===== src/rtl/u8flc_pkg.sv =====
// Package for the UTF-8 framer with line and column tracking.
// Holds the widths, byte class constants, status codes and shared structs.
// No dependencies; compile first.
`default_nettype none

package u8flc_pkg;

    localparam int LINE_BITS   = 24;
    localparam int COLUMN_BITS = 16;

    localparam logic [7:0] BYTE_CR = 8'h0D;
    localparam logic [7:0] BYTE_LF = 8'h0A;
    localparam logic [31:0] BOM_BYTES = 32'h00EF_BBBF;

    localparam logic [LINE_BITS-1:0]   LINE_MAX   = {LINE_BITS{1'b1}};
    localparam logic [COLUMN_BITS-1:0] COLUMN_MAX = {COLUMN_BITS{1'b1}};

    typedef enum logic [1:0] {
        ST_OK        = 2'd0,
        ST_BAD_LEAD  = 2'd1,
        ST_BAD_CONT  = 2'd2,
        ST_TRUNCATED = 2'd3
    } status_t;

    typedef struct packed {
        logic [2:0]             expected_length;
        logic [2:0]             bytes_collected;
        logic [23:0]            partial_bytes;
        logic [LINE_BITS-1:0]   line_counter;
        logic [COLUMN_BITS-1:0] column_counter;
        logic                   pending_cr;
        logic                   awaiting_first_char;
        logic                   error_stuck;
    } state_t;

    typedef struct packed {
        logic [31:0]            char_bytes;
        logic [2:0]             char_length;
        logic [1:0]             status;
        logic [LINE_BITS-1:0]   line_number;
        logic [COLUMN_BITS-1:0] column_number;
    } result_t;

endpackage

`default_nettype wire


===== src/rtl/u8flc_text_if.sv =====
// Byte channel into the framer: valid/ready with one raw byte per beat.
// No dependencies.
`default_nettype none

interface u8flc_text_if;
    logic       valid;
    logic       ready;
    logic [7:0] data_byte;
    logic       end_mark;

    modport source (output valid, output data_byte, output end_mark, input ready);
    modport sink   (input valid, input data_byte, input end_mark, output ready);
endinterface

`default_nettype wire


===== src/rtl/u8flc_char_if.sv =====
// Character channel out of the framer: valid/ready with one character per beat.
// Depends on u8flc_pkg for the counter widths.
`default_nettype none

interface u8flc_char_if;
    logic                              valid;
    logic                              ready;
    logic [31:0]                       char_bytes;
    logic [2:0]                        char_length;
    logic [1:0]                        status;
    logic [u8flc_pkg::LINE_BITS-1:0]   line_number;
    logic [u8flc_pkg::COLUMN_BITS-1:0] column_number;

    modport source (output valid, output char_bytes, output char_length, output status,
                    output line_number, output column_number, input ready);
    modport sink   (input valid, input char_bytes, input char_length, input status,
                    input line_number, input column_number, output ready);
endinterface

`default_nettype wire


===== src/rtl/utf8_framer_line_column_top.sv =====
// Top level of the UTF-8 framer with line and column tracking.
// Depends on u8flc_pkg, u8flc_text_if, u8flc_char_if and u8flc_decode.
`default_nettype none

// One byte beat is taken per clock cycle while the byte channel is ready. The framing
// state and the line and column counters update at the edge that accepts the byte,
// and any character or error it completes is loaded into the result register at that
// same edge. The byte channel is ready whenever the result register is empty or is
// being taken in the same cycle, so an unstalled stream runs at one byte per cycle.
// Results carry the line and column of the next character; an error is sticky
// until reset, and while it holds every byte is accepted and dropped.
module utf8_framer_line_column_top (
    input  wire logic         clk,
    input  wire logic         rst_n,
    u8flc_text_if.sink        text,
    u8flc_char_if.source      chars
);
    import u8flc_pkg::*;

    state_t  state_reg;
    state_t  state_next;
    logic    emit;
    result_t result;
    result_t result_reg;
    logic    valid_reg;
    logic    take;

    assign text.ready = !valid_reg || chars.ready;
    assign take       = text.valid && text.ready;

    u8flc_decode u_decode (
        .state      (state_reg),
        .data_byte  (text.data_byte),
        .end_mark   (text.end_mark),
        .state_next (state_next),
        .emit       (emit),
        .result     (result)
    );

    always_ff @(posedge clk or negedge rst_n)
    begin
        if (!rst_n)
        begin
            state_reg.expected_length     <= 3'd0;
            state_reg.bytes_collected     <= 3'd0;
            state_reg.partial_bytes       <= 24'd0;
            state_reg.line_counter        <= {{(LINE_BITS-1){1'b0}}, 1'b1};
            state_reg.column_counter      <= {{(COLUMN_BITS-1){1'b0}}, 1'b1};
            state_reg.pending_cr          <= 1'b0;
            state_reg.awaiting_first_char <= 1'b1;
            state_reg.error_stuck         <= 1'b0;
            valid_reg                     <= 1'b0;
        end
        else
        begin
            if (take)
            begin
                state_reg <= state_next;
                valid_reg <= emit;
            end
            else if (chars.ready)
            begin
                valid_reg <= 1'b0;
            end
        end
    end

    // payload: load only when a new result lands
    always_ff @(posedge clk)
    begin
        if (take && emit)
        begin
            result_reg <= result;
        end
    end

    assign chars.valid         = valid_reg;
    assign chars.char_bytes    = result_reg.char_bytes;
    assign chars.char_length   = result_reg.char_length;
    assign chars.status        = result_reg.status;
    assign chars.line_number   = result_reg.line_number;
    assign chars.column_number = result_reg.column_number;

endmodule

`default_nettype wire


===== src/rtl/u8flc_decode.sv =====
// Per-beat decode: byte classing, sequence assembly, newline and BOM handling,
// counter update. Purely combinational. Depends on u8flc_pkg.
`default_nettype none

module u8flc_decode (
    input  wire u8flc_pkg::state_t  state,
    input  wire logic [7:0]         data_byte,
    input  wire logic               end_mark,
    output u8flc_pkg::state_t       state_next,
    output logic                    emit,
    output u8flc_pkg::result_t      result
);
    import u8flc_pkg::*;

    logic        fin;
    logic [31:0] fin_bytes;
    logic [2:0]  fin_len;
    logic [31:0] acc;
    logic [2:0]  cnt;
    logic        is_cr;
    logic        is_lf;

    assign acc = {state.partial_bytes, data_byte};
    assign cnt = state.bytes_collected + 3'd1;

    always_comb
    begin
        state_next = state;
        emit       = 1'b0;
        fin        = 1'b0;
        fin_bytes  = 32'd0;
        fin_len    = 3'd0;
        result.char_bytes  = 32'd0;
        result.char_length = 3'd0;
        result.status      = ST_OK;
        is_cr = 1'b0;
        is_lf = 1'b0;

        if (!state.error_stuck)
        begin
            if (end_mark)
            begin
                if (state.expected_length != 3'd0)
                begin
                    emit          = 1'b1;
                    result.status = ST_TRUNCATED;
                end
            end
            else if (state.expected_length == 3'd0)
            begin
                if (!data_byte[7])
                begin
                    fin       = 1'b1;
                    fin_bytes = {24'd0, data_byte};
                    fin_len   = 3'd1;
                end
                else if (data_byte[7:5] == 3'b110)
                begin
                    state_next.expected_length = 3'd2;
                end
                else if (data_byte[7:4] == 4'b1110)
                begin
                    state_next.expected_length = 3'd3;
                end
                else if (data_byte[7:3] == 5'b11110)
                begin
                    state_next.expected_length = 3'd4;
                end
                else
                begin
                    emit          = 1'b1;
                    result.status = ST_BAD_LEAD;
                end
                if (data_byte[7] && !emit)
                begin
                    state_next.partial_bytes   = {16'd0, data_byte};
                    state_next.bytes_collected = 3'd1;
                end
            end
            else if (data_byte[7:6] != 2'b10)
            begin
                emit          = 1'b1;
                result.status = ST_BAD_CONT;
            end
            else if (cnt >= state.expected_length)
            begin
                fin       = 1'b1;
                fin_bytes = acc;
                fin_len   = state.expected_length;
                state_next.expected_length = 3'd0;
                state_next.bytes_collected = 3'd0;
                state_next.partial_bytes   = 24'd0;
            end
            else
            begin
                state_next.partial_bytes   = acc[23:0];
                state_next.bytes_collected = cnt;
            end

            // any error result sticks and drops the pending sequence
            if (emit)
            begin
                state_next.error_stuck     = 1'b1;
                state_next.expected_length = 3'd0;
                state_next.bytes_collected = 3'd0;
                state_next.partial_bytes   = 24'd0;
            end

            if (fin)
            begin
                is_cr = (fin_len == 3'd1) && (fin_bytes[7:0] == BYTE_CR);
                is_lf = (fin_len == 3'd1) && (fin_bytes[7:0] == BYTE_LF);
                if (is_cr || (is_lf && !state.pending_cr))
                begin
                    if (state.line_counter != LINE_MAX)
                    begin
                        state_next.line_counter = state.line_counter + LINE_BITS'(1);
                    end
                    state_next.column_counter = {{(COLUMN_BITS-1){1'b0}}, 1'b1};
                    state_next.pending_cr     = is_cr;
                    emit = 1'b1;
                end
                else if (is_lf)
                begin
                    // LF of a CR-LF pair: drop
                    state_next.pending_cr = 1'b0;
                end
                else
                begin
                    state_next.pending_cr          = 1'b0;
                    state_next.awaiting_first_char = 1'b0;
                    if (!(state.awaiting_first_char && fin_len == 3'd3
                          && fin_bytes == BOM_BYTES))
                    begin
                        if (state.column_counter != COLUMN_MAX)
                        begin
                            state_next.column_counter = state.column_counter
                                                        + COLUMN_BITS'(1);
                        end
                        emit = 1'b1;
                    end
                end
                result.char_bytes  = fin_bytes;
                result.char_length = fin_len;
            end
        end

        result.line_number   = state_next.line_counter;
        result.column_number = state_next.column_counter;
    end

endmodule

`default_nettype wire


===== src/flat_wrapper.sv =====
// flat-port wrapper written by rule: the top's interface ports become plain ports
module utf8_framer_line_column_top_flat import u8flc_pkg::*;
  (clk, rst_n, text_valid, text_data_byte, text_end_mark, text_ready, chars_valid, chars_char_bytes, chars_char_length, chars_status, chars_line_number, chars_column_number, chars_ready);
  u8flc_text_if text_i ();
  u8flc_char_if chars_i ();
  input  wire logic clk;
  input  wire logic rst_n;
  input wire logic [$bits(text_i.valid)-1:0] text_valid;
  input wire logic [$bits(text_i.data_byte)-1:0] text_data_byte;
  input wire logic [$bits(text_i.end_mark)-1:0] text_end_mark;
  output wire logic [$bits(text_i.ready)-1:0] text_ready;
  output wire logic [$bits(chars_i.valid)-1:0] chars_valid;
  output wire logic [$bits(chars_i.char_bytes)-1:0] chars_char_bytes;
  output wire logic [$bits(chars_i.char_length)-1:0] chars_char_length;
  output wire logic [$bits(chars_i.status)-1:0] chars_status;
  output wire logic [$bits(chars_i.line_number)-1:0] chars_line_number;
  output wire logic [$bits(chars_i.column_number)-1:0] chars_column_number;
  input wire logic [$bits(chars_i.ready)-1:0] chars_ready;
  assign text_i.valid = text_valid;
  assign text_i.data_byte = text_data_byte;
  assign text_i.end_mark = text_end_mark;
  assign text_ready = text_i.ready;
  assign chars_valid = chars_i.valid;
  assign chars_char_bytes = chars_i.char_bytes;
  assign chars_char_length = chars_i.char_length;
  assign chars_status = chars_i.status;
  assign chars_line_number = chars_i.line_number;
  assign chars_column_number = chars_i.column_number;
  assign chars_i.ready = chars_ready;
  utf8_framer_line_column_top u_core (.clk(clk), .rst_n(rst_n), .text(text_i), .chars(chars_i));
endmodule

===== config.mk =====
export PLATFORM = sky130hd
export DESIGN_NAME = utf8_framer_line_column_top_flat
export DESIGN_NICKNAME = d
export VERILOG_FILES = /design/src/rtl/u8flc_pkg.sv /design/src/rtl/u8flc_text_if.sv /design/src/rtl/u8flc_char_if.sv /design/src/rtl/utf8_framer_line_column_top.sv /design/src/rtl/u8flc_decode.sv /design/src/flat_wrapper.sv
export SDC_FILE = /design/constraint.sdc
export NUM_CORES = 1
export LEC_CHECK = 0
export BUFFER_PORTS_ARGS = -buffer_cell sky130_fd_sc_hd__buf_2
export CORE_MARGIN = 2
export CORE_UTILIZATION = 54
export CTS_CLUSTER_SIZE = 12
export DETAILED_ROUTE_END_ITERATION = 16
export PLACE_DENSITY = 0.75
export SYNTH_ARGS = -nofsm -noshare
export SYNTH_HDL_FRONTEND = slang
export SYNTH_SLANG_ARGS = --single-unit
export TNS_END_PERCENT = 20

===== constraint.sdc =====
create_clock -name clk -period 5.85 [get_ports clk]
set_input_delay 1.17 -clock clk [delete_from_list [all_inputs] [get_ports clk]]
set_output_delay 1.17 -clock clk [all_outputs]
set_load 0.05 [all_outputs]

==> results.tsv <==
stage	metric	value	unit
logic_synthesis	Yosys top cell by area	edfxtp_1	
logic_synthesis	compound-gate portion of the synthesized area	12.9	%
run	maximum capacitance violations	0	
global_routing	initial antenna violation count	0	
timing	Final Skew	0.0102	ns
clock_network	Worst-path clk slew	0.06	ns
floorplanning	core outline area	0.0131	sq mm
floorplanning	Die Y	120	um
clock_network	clock tree buffer depth	2	
global_routing	via count of the first global-routing pass	5063	
global_routing	largest net degree at the start of global routing	75	
worst_setup_path	Max stage delay on crit path	0.54	ns
floorplanning	Starting Density	55.1	%
power_and_ir_drop	Net Sw Power	0.633	mW
min_path	WHS Endpoint	u_core.state_reg[1]$_DFFE_PN1P_	
worst_setup_path	critical-path maximum fanout	48	
logic_synthesis	Post-Synth XOR/XNOR Area	5.69	%
clock_network	Resized Gates After CTS	0	
power_and_ir_drop	Pwr Density	297	mW/mm^2
placement	Area after DPL	0.00781	sq mm
clock_network	total CTS buffers	17	
clock_network	CTS hold repair buffers	0	
floorplanning	Cell Rows	42	
route	routed length per instance	18.0	um
timing	final worst-path cycle share	61.4	%
logic_synthesis	EDFF count, synth	77	
clock_network	CTS tree	built	
power_and_ir_drop	Flop pwr share	48.4	%
logic_synthesis	largest family of logic cells by synthesized area	simple AND/OR/NAND/NOR gates	
timing	final setup TNS	0	ns
finish	Synth-to-Final Area Change	15.9	%
logic_synthesis	Synth top area share	32.0	%
worst_setup_path	worst path buffer plus inverter count	3	
clock_network	Setup Buffers After CTS	0	
power_and_ir_drop	Internal Power	1.86	mW
finish	share of cells above drive strength 1	21.4	%
power_and_ir_drop	static leakage	3.50	nW
route	Total Wirelength	16.2	mm
logic_synthesis	number of library cell types mapped by synthesis	78	
worst_setup_path	Critical Path AT	3.65	ns
timing	fin crit period	3.59	ns
worst_setup_path	crit path max-delay cell type	nor3b_1	
worst_setup_path	kind of critical path	in -> reg	
logic_synthesis	Avg Cell Area, Syn	11.7	sq um
logic_synthesis	most common cell in the netlist	edfxtp_1	
timing	RSZ-0062 raised after global routing	false	
min_path	Worst Hold Class	reg -> reg	
finish	diode count	0	
logic_synthesis	Synth Area in Adders	1.04	%
worst_setup_path	CP cell instances	buf_2 -> nor3b_1 -> nand2_1 -> o21ai_2 -> and2_1 -> a21oi_1 -> inv_2 -> buf_4	
route	Pre-Repair DR Iteration Count	5	
power_and_ir_drop	sw frac	25.4	%
placement	DP Cell Count	863	
min_path	worst hold start	u_core.state_reg[1]$_DFFE_PN1P_	
route	Iter 0 DRT Violations	476	
placement	port bufs	91	
timing	Least-Margin Pin Slew	1.18	ns
route	vias post-DR	5311	
worst_setup_path	R2R setup slack	2.42	ns
worst_setup_path	Req. time, crit path	5.91	ns
power_and_ir_drop	clock network fraction of design power	43.1	%
logic_synthesis	simple-gate area share of the yosys netlist	20.3	%
timing	Final setup violation count	0	
logic_synthesis	Cell Area, Synth	0.00723	sq mm
clock_network	clk_lat worst skew	0.43	ns
clock_network	CTS sink cnt	151	
finish	non-filler cells, final	895	
timing	max-slew violations	0	
global_routing	GRT overflow	0	
finish	cell area after layout	0.00839	sq mm
clock_network	CTS root buffer	clkbuf_16	
floorplanning	die area	0.0143	sq mm
route	DR vias/cell	5.93	
timing	Slew Limit Headroom	20.7	%
power_and_ir_drop	worst vdd ir	0.218	mV
route	Final ANT Viol Nets	0	
finish	final net count	725	
status	status	completed	
logic_synthesis	post-synthesis mux area share	0.277	%
logic_synthesis	flops & latches, synth	151	
route	DRC	0	
logic_synthesis	register area share after synthesis	57.6	%
logic_synthesis	Gate Count Post-Synth	618	
global_routing	first-pass GRT wire length	26.7	mm
logic_synthesis	Synth async-reset ratio	49.0	%
floorplanning	Die X	120	um
floorplanning	IO Count	92	
logic_synthesis	Synth Net Count	637	
placement	placed wire-length estimate	11.1	mm
worst_setup_path	CP delay by family, top	simple AND/OR/NAND/NOR gates	
worst_setup_path	R2R Path End	u_core.chars.char_bytes[21]$_SDFFCE_PP0P_	
finish	Fillers	1028	
worst_setup_path	cell count of the worst reg-to-reg path	10	
logic_synthesis	ranking of synthesized cells by area	edfxtp_1 32%, dfrtp_1 25%, nand2_1 3.7%, and2_1 3.5%, xnor2_1 3.0%	
logic_synthesis	Synth Warn #	0	
power_and_ir_drop	Power Total	2.49	mW
clock_network	H-Tree Depth	4	
placement	RePlAce Congestion	0.930	
timing	fmax	279	MHz
min_path	WHS Path Cells	1	
global_routing	Total GRT Usage	24.0	%
power_and_ir_drop	logic gate share of total power	8.5	%
worst_setup_path	Crit. End Element	register	
timing	Fin. Hold Viols	0	
worst_setup_path	reg2reg start	u_core.state_reg[67]$_DFFE_PN0P_	
logic_synthesis	Synth top cells by count	77 x edfxtp_1, 72 x nand2_1, 71 x dfrtp_1	
finish	max reg flops	73	
logic_synthesis	prevailing post-synth register cell	edfxtp_1	
worst_setup_path	Startpoint Class	input port	
-- kinds of logic after synthesis --
| kind of cell | after synthesis |
|---|---|
| multiplexers | 2 |
| adder cells (fa/ha/maj) | 6 |
| buffers and inverters | 32 |
| AO/OA/AOI/OAI | 113 |
| AND/OR/NAND/NOR | 267 |
| XOR/XNOR | 47 |
| flip-flops | 151 |
-- power groups by stage --
stage,sequential [mW],combinational (mW),clock (mW)
2_1_floorplan,1.20,0.153,0
3_3_place_gp,1.22,0.201,0
3_5_place_dp,1.22,0.208,0
4_1_cts,1.20,0.211,1.09
5_1_grt,1.21,0.238,1.13
6_report,1.21,0.212,1.07
-- area by class of cell --
| type | instances | area (sq um) | share of cell area [%] |
|---|---|---|---|
| Clock buffer | 19 | 433 | 5.16 |
| Tap cell | 176 | 220 | 2.63 |
| Inverter | 6 | 22.5 | 0.269 |
| Clock inverter | 13 | 146 | 1.75 |
| Sequential cell | 151 | 4170 | 49.7 |
| Multi-Input combinational cell | 435 | 2910 | 34.7 |
| Timing Repair Buffer | 95 | 485 | 5.79 |
-- cells in the final DEF, fill, tap and decap left out, types with 6 or more instances in the layout --
master	count
nand3_1	16
nand4_1	13
xor2_1	22
a211o_1	6
dfrtp_1	71
xnor2_1	25
ha_1	6
nor2_1	33
and2_1	40
a22o_1	24
nor4_1	11
edfxtp_1	77
a21oi_1	11
clkbuf_16	17
o21ai_0	13
and3_1	14
nand2_1	72
buf_2	91
nor3_1	18
-- metrics by stage --
step	hold WS (ns)	worst slack, ns	utilization (%)
2_1_floorplan	0.451	1.08	-
3_3_place_gp	0.481	2.04	59.4
3_5_place_dp	0.486	1.95	59.4
4_1_cts	0.492	2.38	63.8
5_1_grt	0.506	2.09	63.8
6_report	0.494	2.26	63.8
-- worst reg2reg max path, stage by stage, from the launching register on --
cell and delay, ns:
dfrtp_1 0.42, ha_1 0.26, xor2_1 0.17, ha_1 0.29
nand2_1 0.07, o21a_1 0.27, o21ai_2 0.37, and2_1 0.42
a21oi_1 0.17, inv_2 0.08, buf_4 0.50
-- per-layer routing --
| layer | share of wire, % | GRT usage [%] | wire, um |
|---|---|---|---|
| met1 | 46 | 35.1 | 7430 |
| met2 | 46 | 36.3 | 7450 |
| met3 | 6.5 | 4.94 | 1050 |
| met4 | 1.4 | 7.50 | 228 |
| met5 | 0 | 0 | 0 |
-- how the worst max path moves through the flow --
stage	endpoint	startpoint	depth (start not counted)
5_1_grt	u_core.chars.line_number[10]$_DFFE_PP_	text_data_byte[6]	8
2_1_floorplan	u_core.chars.char_bytes[0]$_SDFFCE_PP0P_	chars_ready	7
3_3_place_gp	u_core.chars.line_number[9]$_DFFE_PP_	text_data_byte[2]	7
4_1_cts	u_core.chars.line_number[13]$_DFFE_PP_	text_data_byte[6]	8
3_5_place_dp	u_core.chars.char_bytes[31]$_SDFFCE_PP0P_	text_data_byte[6]	8
6_report	u_core.chars.char_bytes[21]$_SDFFCE_PP0P_	text_data_byte[6]	8
No activity file was read; power rests on OpenSTA's default activity.
